`src/hw/rtl/cfc_pkg.sv`:
```
package cfc_pkg;

   localparam int PARAM_COUNT_MAX_DEFAULT = 255;
   localparam int NAME_COUNT              = 10;
   localparam int NAME_MAX_LEN            = 10;
   localparam int NAME_BITS               = NAME_MAX_LEN * 8;

   // line kinds
   localparam logic [1:0] KIND_NONE    = 2'd0;
   localparam logic [1:0] KIND_CHECKED = 2'd1;
   localparam logic [1:0] KIND_SIMPLE  = 2'd2;
   localparam logic [1:0] KIND_OTHER   = 2'd3;

   // verdict codes
   localparam logic [1:0] ST_OK       = 2'd0;
   localparam logic [1:0] ST_UNIDENT  = 2'd1;
   localparam logic [1:0] ST_BAD_SUM  = 2'd2;
   localparam logic [1:0] ST_BAD_DATA = 2'd3;

   localparam logic [3:0] CMD_UNKNOWN = 4'd0;

   localparam logic [7:0] CH_HASH   = 8'h23;
   localparam logic [7:0] CH_BANG   = 8'h21;
   localparam logic [7:0] CH_DOLLAR = 8'h24;
   localparam logic [7:0] CH_SPACE  = 8'h20;
   localparam logic [7:0] CH_TAB    = 8'h09;
   localparam logic [7:0] CH_CR     = 8'h0D;
   localparam logic [7:0] CH_LOW_A  = 8'h61;
   localparam logic [7:0] CH_LOW_F  = 8'h66;
   localparam logic [7:0] CH_LOW_Z  = 8'h7A;
   localparam logic [7:0] CH_UP_A   = 8'h41;
   localparam logic [7:0] CH_UP_F   = 8'h46;
   localparam logic [7:0] CH_ZERO   = 8'h30;
   localparam logic [7:0] CH_NINE   = 8'h39;
   localparam logic [7:0] CASE_GAP  = 8'h20;

   localparam logic [3:0] HEX_BAD   = 4'd0;

   typedef logic [NAME_BITS-1:0] name_text_type;

   // names sit right-justified, first character in the highest used byte
   localparam name_text_type NAME_TEXT [NAME_COUNT] = '{
      name_text_type'({"GET_", "STAT"}), name_text_type'({"GET_", "REFER"}),
      name_text_type'({"GET_", "CONFIG"}), name_text_type'({"GET_", "DATE"}),
      name_text_type'({"SET_", "PHASE"}), name_text_type'({"SET_", "YF"}),
      name_text_type'({"SET_", "OS"}), name_text_type'({"SET_", "LOCAL"}),
      name_text_type'({"SET_", "START"}), name_text_type'({"SET_", "EVENT"})
   };
   localparam int NAME_LEN [NAME_COUNT] = '{8, 9, 10, 8, 9, 6, 6, 9, 9, 9};

   localparam logic [NAME_COUNT-1:0] ALL_NAMES = '1;

   typedef struct packed {
      logic [1:0]            kind;
      logic [7:0]            run_sum;
      logic [7:0]            sum_at_dollar;
      logic                  dollar_seen;
      logic [1:0]            chars_after;
      logic [7:0]            hex_digits;
      logic [1:0]            hex_ok;
      logic                  in_token;
      logic [NAME_COUNT-1:0] match_mask;
      logic [3:0]            name_len;
      logic [NAME_COUNT-1:0] match_at_dollar;
      logic [3:0]            len_at_dollar;
   } line_state_type;

   localparam line_state_type LINE_CLEAR = '{
      kind: KIND_NONE, run_sum: 8'd0, sum_at_dollar: 8'd0, dollar_seen: 1'b0,
      chars_after: 2'd0, hex_digits: 8'd0, hex_ok: 2'd0, in_token: 1'b0,
      match_mask: ALL_NAMES, name_len: 4'd0, match_at_dollar: ALL_NAMES,
      len_at_dollar: 4'd0
   };

   typedef struct packed {
      logic [1:0] status;
      logic [3:0] cmd_type;
      logic       has_rid;
      logic [7:0] param_count;
      logic [7:0] comp_sum;
      logic [7:0] recv_sum;
   } verdict_type;

   function automatic int param_cap(int pmax);
      return (pmax < 255) ? pmax : 255;
   endfunction

   // add with end-around carry, then rotate left by one
   function automatic logic [7:0] sum_step(logic [7:0] s, logic [7:0] c);
      logic [8:0] wide;
      logic [7:0] folded;
      wide   = {1'b0, s} + {1'b0, c};
      folded = wide[7:0] + {7'd0, wide[8]};
      return {folded[6:0], folded[7]};
   endfunction

   function automatic logic is_hex(logic [7:0] c);
      return (c >= CH_ZERO && c <= CH_NINE) || (c >= CH_LOW_A && c <= CH_LOW_F) ||
             (c >= CH_UP_A && c <= CH_UP_F);
   endfunction

   function automatic logic [3:0] hex_value(logic [7:0] c);
      logic [3:0] v;
      v = HEX_BAD;
      if (c >= CH_ZERO && c <= CH_NINE) v = 4'(c - CH_ZERO);
      else if (c >= CH_LOW_A && c <= CH_LOW_F) v = 4'(c - CH_LOW_A + 8'd10);
      else if (c >= CH_UP_A && c <= CH_UP_F) v = 4'(c - CH_UP_A + 8'd10);
      return v;
   endfunction

   function automatic logic is_space(logic [7:0] c);
      return (c == CH_SPACE) || (c >= CH_TAB && c <= CH_CR);
   endfunction

   function automatic logic name_hit(int idx, logic [3:0] pos, logic [7:0] ch);
      int         len;
      logic [7:0] expected;
      len = NAME_LEN[idx];
      if (int'(pos) >= len) return 1'b0;
      expected = NAME_TEXT[idx][(len - 1 - int'(pos))*8 +: 8];
      return expected == ch;
   endfunction

   function automatic logic [3:0] find_type(logic [NAME_COUNT-1:0] mask, logic [3:0] len);
      logic [3:0] t;
      t = CMD_UNKNOWN;
      for (int i = NAME_COUNT - 1; i >= 0; i--) begin
         if (mask[i] && int'(len) == NAME_LEN[i]) t = 4'(i + 1);
      end
      return t;
   endfunction

endpackage

```
`src/hw/rtl/cfc_scan.sv`:
```
module cfc_scan
   import cfc_pkg::*;
#(
   parameter int PARAM_COUNT_MAX = PARAM_COUNT_MAX_DEFAULT,
   localparam int TOKEN_CAP = param_cap(PARAM_COUNT_MAX) + 3,
   localparam int TW = $clog2(TOKEN_CAP + 1)
) (
   input  logic           clock,
   input  logic           reset,
   input  logic           step,
   input  logic [7:0]     frame_byte,
   input  logic           end_of_frame,
   output line_state_type upd,
   output logic [TW-1:0]  tokens_upd,
   output logic [TW-1:0]  tokens_at_dollar_upd
);

   line_state_type state_ff, state_in;
   logic [TW-1:0]  tokens_ff, tokens_in;
   logic [TW-1:0]  tad_ff, tad_in;
   logic [7:0]     folded;

   assign folded = (frame_byte >= CH_LOW_A && frame_byte <= CH_LOW_Z) ?
                   frame_byte - CASE_GAP : frame_byte;

   always_comb begin
      upd                  = state_ff;
      tokens_upd           = tokens_ff;
      tokens_at_dollar_upd = tad_ff;
      unique case (state_ff.kind)
         KIND_NONE: begin
            if (frame_byte == CH_HASH) begin
               upd.kind    = KIND_CHECKED;
               upd.run_sum = sum_step(8'd0, frame_byte);
            end else if (frame_byte == CH_BANG) begin
               upd.kind = KIND_SIMPLE;
            end else begin
               upd.kind = KIND_OTHER;
            end
         end
         KIND_CHECKED: begin
            if (frame_byte == CH_DOLLAR) begin
               upd.sum_at_dollar    = state_ff.run_sum;
               tokens_at_dollar_upd = tokens_ff;
               upd.match_at_dollar  = state_ff.match_mask;
               upd.len_at_dollar    = state_ff.name_len;
               upd.dollar_seen      = 1'b1;
               upd.chars_after      = 2'd0;
               upd.hex_digits       = 8'd0;
               upd.hex_ok           = 2'd0;
            end else if (state_ff.dollar_seen && state_ff.chars_after != 2'd2) begin
               if (is_hex(frame_byte)) begin
                  upd.hex_ok[state_ff.chars_after[0]] = 1'b1;
                  upd.hex_digits = {state_ff.hex_digits[3:0], hex_value(frame_byte)};
               end
               upd.chars_after = state_ff.chars_after + 2'd1;
            end
            upd.run_sum = sum_step(state_ff.run_sum, frame_byte);
         end
         KIND_SIMPLE: begin
         end
         KIND_OTHER: begin
         end
      endcase

      // tokeniser, shared by checked and simple lines
      if (state_ff.kind == KIND_CHECKED || state_ff.kind == KIND_SIMPLE) begin
         if (is_space(frame_byte)) begin
            upd.in_token = 1'b0;
         end else begin
            if (!state_ff.in_token) begin
               upd.in_token = 1'b1;
               if (tokens_ff < TW'(TOKEN_CAP)) tokens_upd = tokens_ff + TW'(1);
               if (tokens_upd == TW'(2)) begin
                  upd.match_mask = ALL_NAMES;
                  upd.name_len   = 4'd0;
               end
            end
            if (tokens_upd == TW'(2)) begin
               for (int i = 0; i < NAME_COUNT; i++) begin
                  if (!name_hit(i, upd.name_len, folded)) upd.match_mask[i] = 1'b0;
               end
               if (upd.name_len != 4'hF) upd.name_len = upd.name_len + 4'd1;
            end
         end
      end
   end

   always_comb begin
      state_in  = state_ff;
      tokens_in = tokens_ff;
      tad_in    = tad_ff;
      if (step) begin
         if (end_of_frame) begin
            state_in  = LINE_CLEAR;
            tokens_in = '0;
            tad_in    = '0;
         end else begin
            state_in  = upd;
            tokens_in = tokens_upd;
            tad_in    = tokens_at_dollar_upd;
         end
      end
   end

   always_ff @(posedge clock) begin
      if (reset) begin
         state_ff  <= LINE_CLEAR;
         tokens_ff <= '0;
         tad_ff    <= '0;
      end else begin
         state_ff  <= state_in;
         tokens_ff <= tokens_in;
         tad_ff    <= tad_in;
      end
   end

endmodule

```
`config.mk`:
```
export PLATFORM = sky130hd
export DESIGN_NAME = cfc_scan
export DESIGN_NICKNAME = d
export VERILOG_FILES = /design/src/hw/rtl/cfc_pkg.sv /design/src/hw/rtl/cfc_scan.sv
export SDC_FILE = /design/constraint.sdc
export NUM_CORES = 1
export LEC_CHECK = 0
export BUFFER_PORTS_ARGS = -buffer_cell sky130_fd_sc_hd__buf_2
export CAP_MARGIN = 20
export CORE_UTILIZATION = 55
export CTS_BUF_LIST = sky130_fd_sc_hd__clkbuf_16
export CTS_CLUSTER_DIAMETER = 40
export DETAILED_ROUTE_END_ITERATION = 8
export PLACE_DENSITY = 0.75
export SLEW_MARGIN = 20
export SYNTH_ARGS = -nofsm -noshare
export SYNTH_HDL_FRONTEND = slang
export SYNTH_SLANG_ARGS = --single-unit
```
`constraint.sdc`:
```
create_clock -name clock -period 7.7 [get_ports clock]
set_clock_uncertainty 0.1 [all_clocks]
set_input_delay 0.77 -clock clock [delete_from_list [all_inputs] [get_ports clock]]
set_output_delay 0.77 -clock clock [all_outputs]
set_load 0.005 [all_outputs]
```
Word level (Yosys, flattened, before mapping)
Index checks and enable logic that the tools add are counted.
- word-level logic and storage cells: 199
- bits in registers: 78
- bits of input ports: 12
- output and inout bits: 78
- bitwise logic cells: 1
- reductions and logical operators: 12
- add/subtract/negate cells: 15
- equal/unequal tests: 20
- shifts and indexed selects: 10
- $lt $le $gt $ge: 16
- muxes and demuxes: 111
- operators by type and width (cell ; count):
    $shiftx 80x8->8 const A ; 10
    $mux 9 ; 14
    $mux 14 ; 6
    $eq 8x8->1 ; 10
    $mux 1 ; 73
    $mux 60 ; 1
    $mux 15 ; 3
    $eq 8x6->1 const B ; 4
    $le 8x7->1 const B ; 3
    $mux 12 ; 2
    $mux 21 ; 1
    $eq 9x2->1 const B ; 2
    $ge 8x7->1 const B ; 2
    $mux 4 ; 4
    $mux 8 ; 2
    $pmux 8 s2 ; 1
    $ge 4x4->1 const B ; 3
    $sub 4x1->4 const B ; 3
    $mux 10 ; 1
    $sub 3x4->5 const A ; 2
    $sub 4x4->5 const A ; 2
    $add 8x8->9 ; 1
    $add 9x1->9 const B ; 1
    $lt 9x9->1 const B ; 1
    22 further kinds ; 33

Logic depth before layout (Yosys ltp)
- depth after elaboration: 24
- mapped depth: 19

Worst setup path before layout
No wires, ideal clock.
- path kind: register to output
- start: register tokens_ff[1]
- end: output port upd[25] (netlist name)
- stages on the path, launching flop included: 19
- buffers on the path: 1
- arrival time: 4.163 ns
- slack: 2.667 ns
- data required time: 6.830 ns
- cell sequence: dfxtp_1 ha_1 nand4b_1 or4b_1 o211a_2 nor2_1 nor2_1 inv_1 ha_1 buf_1 nor2_1 o21bai_1 a21oi_1 o21ai_1 o221ai_1 xnor2_1 nor4b_2 nor2_1 a211oi_1
- RTL lines (element ; line ; RTL):
    from (decl) ; cfc_scan.sv:19 ; logic [TW-1:0] tokens_ff, tokens_in;
    from (signal assigned) ; cfc_scan.sv:113 ; tokens_ff <= tokens_in;
    to (decl) ; cfc_scan.sv:13 ; output line_state_type upd,

==> results.json <==
{
  "dieArea_um2": 13380,
  "antenna_found_initial": 0,
  "grt_first_pass_wirelength_um": 37180,
  "start_util_pct": 56.31,
  "grt_use_total_pct": 35.45,
  "final_cell_mix": "nand2_1, nor2_1, buf_2, dfxtp_1, a21oi_1",
  "worst_slew_pin_slew_ns": 0.9662,
  "vdd.ir_drop.worst_mv": 0.1277,
  "gp_congestion": 1.005,
  "first_global_vias": 7251,
  "drive_gt1_share_pct": 13.87,
  "syn-instance-count": 1024,
  "avgSynthCellArea_um2": 6.939,
  "leakagePower_nw": 3.240,
  "antenna_left": 0,
  "synth_edf_count": 0,
  "hold_path_startpoint": "state_ff[11]",
  "worstSetupPathType": "reg2out",
  "arrival_ns": 5.75,
  "fmaxAchievable_ghz": 0.1511,
  "finalHoldViolCount": 0,
  "htree_levels": 3,
  "port_buffers": 89,
  "cts-resized-gates": 0,
  "synth-main-ff-cell": "dfxtp_1",
  "rows": 41,
  "setup_viol": 0,
  "area_growth_syn_to_layout_pct": 10.74,
  "required_ns": 6.83,
  "viasPerCell": 6.381,
  "rsz0062_at_grt": "no",
  "power-per-cell-area_nw_per_um2": 127.6,
  "ctsRootBufferMaster": "clkbuf_16",
  "cts-buffers-inserted": 9,
  "r2r.worst_path.cells": 16,
  "postCtsHoldBufs": 0,
  "hold_depth": 2,
  "hold_class": "reg2reg",
  "power_mw": 1.004,
  "syn-num-nets": 1065,
  "post-cts-setup-buffers": 0,
  "syn_area_um2": 7106,
  "vias": 7861,
  "reg2reg_to": "state_ff[26]",
  "layout.nets": 1096,
  "first_iter_violations": 829,
  "overflow": 0,
  "tns_ns": 0,
  "timing.rr.start": "tokens_ff[1]",
  "ys_top_cells_by_area": "dfxtp_1, nand2_1, nor2_1",
  "timing.reg2reg.setup_slack_ns": 2.24,
  "period_share_pct": 85.92,
  "synth_top_area_cell": "dfxtp_1",
  "wl_um": 23630,
  "clk_latency_ns": 0.35,
  "cts_max_path_buffers": 2,
  "status": "complete, no violations",
  "max_cap_viol_count": 0,
  "critPathCaptureType": "primary output",
  "ys_ff_latch": 78,
  "clk_pin_slew_ns": 0.06,
  "io_pins": 90,
  "slew_viol_final": 0,
  "layout_commonest_cell": "nand2_1",
  "route.detailed.drc": 0,
  "num_antenna_cells": 0,
  "ys_async_sr_fraction_pct": 0,
  "place_hpwl_um": 16660,
  "grt_max_degree": 64,
  "coreArea_um2": 12620,
  "worstPathMaxFanout": 25,
  "ys_seq_area_share_pct": 21.98,
  "fp.dieH_um": 115.7,
  "routedWlPerCell_um": 19.18,
  "period_minus_slack_ns": 6.616,
  "cts_tree": "done",
  "cp-start-kind": "register",
  "synth.yosys.warnings": 0,
  "synth_top_area_share_pct": 21.98,
  "yosysUniqueCellTypes": 85,
  "die_w_um": 115.7,
  "hold_end": "state_ff[11]",
  "dr.pass1.iters": 6,
  "slew_headroom_pct": 35.49,
  "clock-sinks": 78
}
[logic make-up (layout without fill, tap and decap cells)]
logic type	after synthesis	count (layout)	synth area share, %
mux	12	12	1.761
compound gates	305	305	29.69
buf+inv	111	147	6.304
flops	78	78	21.98
fa+ha+maj	30	30	5.353
simple gates	428	428	27.06
xor+xnor	60	60	7.854
[report_power, final]
part	internal (mW)	switching [mW]	leakage [nW]
Sequential	0.405	0.00258	0.629
Clock	0.289	0.189	0.163
Combinational	0.0369	0.0815	2.45
Total	0.731	0.273	3.24
[final cells by class]
class	count	area, µm²
multi-input combinational	835	5104
clock inverter	7	102.6
timing repair buffer	103	550.5
clock buffer	9	225.2
inverter	28	110.1
fill	1210	4751
tap	172	215.2
sequential	78	1562
[worst max-delay path, cell delays in order (launching register included)]
cell	delay, ns
dfxtp_1	0.59
ha_1	0.33
nand4b_1	0.17
or4b_1	0.55
o211ai_2	0.45
nand2_4	0.29
nand2_1	0.25
ha_1	0.58
xor2_1	0.46
a211oi_1	0.21
o31a_1	0.36
o31ai_1	0.27
xor2_1	0.21
nand2_2	0.07
nor4b_2	0.31
o22a_1	0.17
buf_2	0.11
[per-layer routing]
layer	vias up	part of all wire, %	track usage (%)
met5	-	0	0
met3	79	7.4	6.328
met4	0	3.7	15.98
met1	3658	43	45.00
met2	384	46	58.76
li1	3740	-	-
[worst max-delay path by stage]
stage               depth (start not counted)  slack (ns)    startpoint      end
finish                                     16        1.08  tokens_ff[1]  upd[19]
global route                               16        0.70  tokens_ff[1]  upd[25]
CTS                                        16        1.15  tokens_ff[1]  upd[19]
detailed placement                         16        1.51  tokens_ff[1]  upd[19]
global placement                           18        1.69  tokens_ff[1]  upd[19]
floorplan                                  18        2.67  tokens_ff[1]  upd[25]
[registers in the layout, indices dropped and copies added (netlist names)]
register and flops:
tokens_ff 9, tad_ff 9, state_ff 60
[per-stage QoR]
step / hold slack [ns] / utilization (%) / instance area [µm²] / setup slack, ns / std cells
6_report: 0.3800 / 62.35 / 7869 / 1.084 / 1232
5_1_grt: 0.4045 / 62.35 / 7869 / 0.7000 / 1232
4_1_cts: 0.3830 / 62.35 / 7869 / 1.146 / 1232
3_5_place_dp: 0.3690 / 59.76 / 7541 / 1.515 / 1216
3_3_place_gp: 0.3615 / 59.76 / 7541 / 1.694 / 1216
2_1_floorplan: 0.3515 / - / 7106 / 2.667 / 1024
[synth_stat cells, types with 7 or more instances]
| master | number |
|---|---|
| a211oi_1 | 12 |
| inv_1 | 23 |
| o21ai_0 | 49 |
| nand2_1 | 180 |
| a22o_1 | 10 |
| or2_2 | 7 |
| nand4_1 | 13 |
| a21oi_1 | 61 |
| ha_1 | 28 |
| dfxtp_1 | 78 |
| o211ai_1 | 9 |
| nor2_1 | 126 |
| nor3_1 | 27 |
| nand2b_1 | 12 |
| o22ai_1 | 20 |
| nand3_1 | 21 |
| mux2i_1 | 11 |
| nor4_1 | 8 |
| a22oi_1 | 54 |
| clkbuf_1 | 66 |
| a31oi_1 | 8 |
| xor2_1 | 20 |
| xnor2_1 | 38 |
| buf_2 | 9 |
Power figures use the tool's default switching activity.
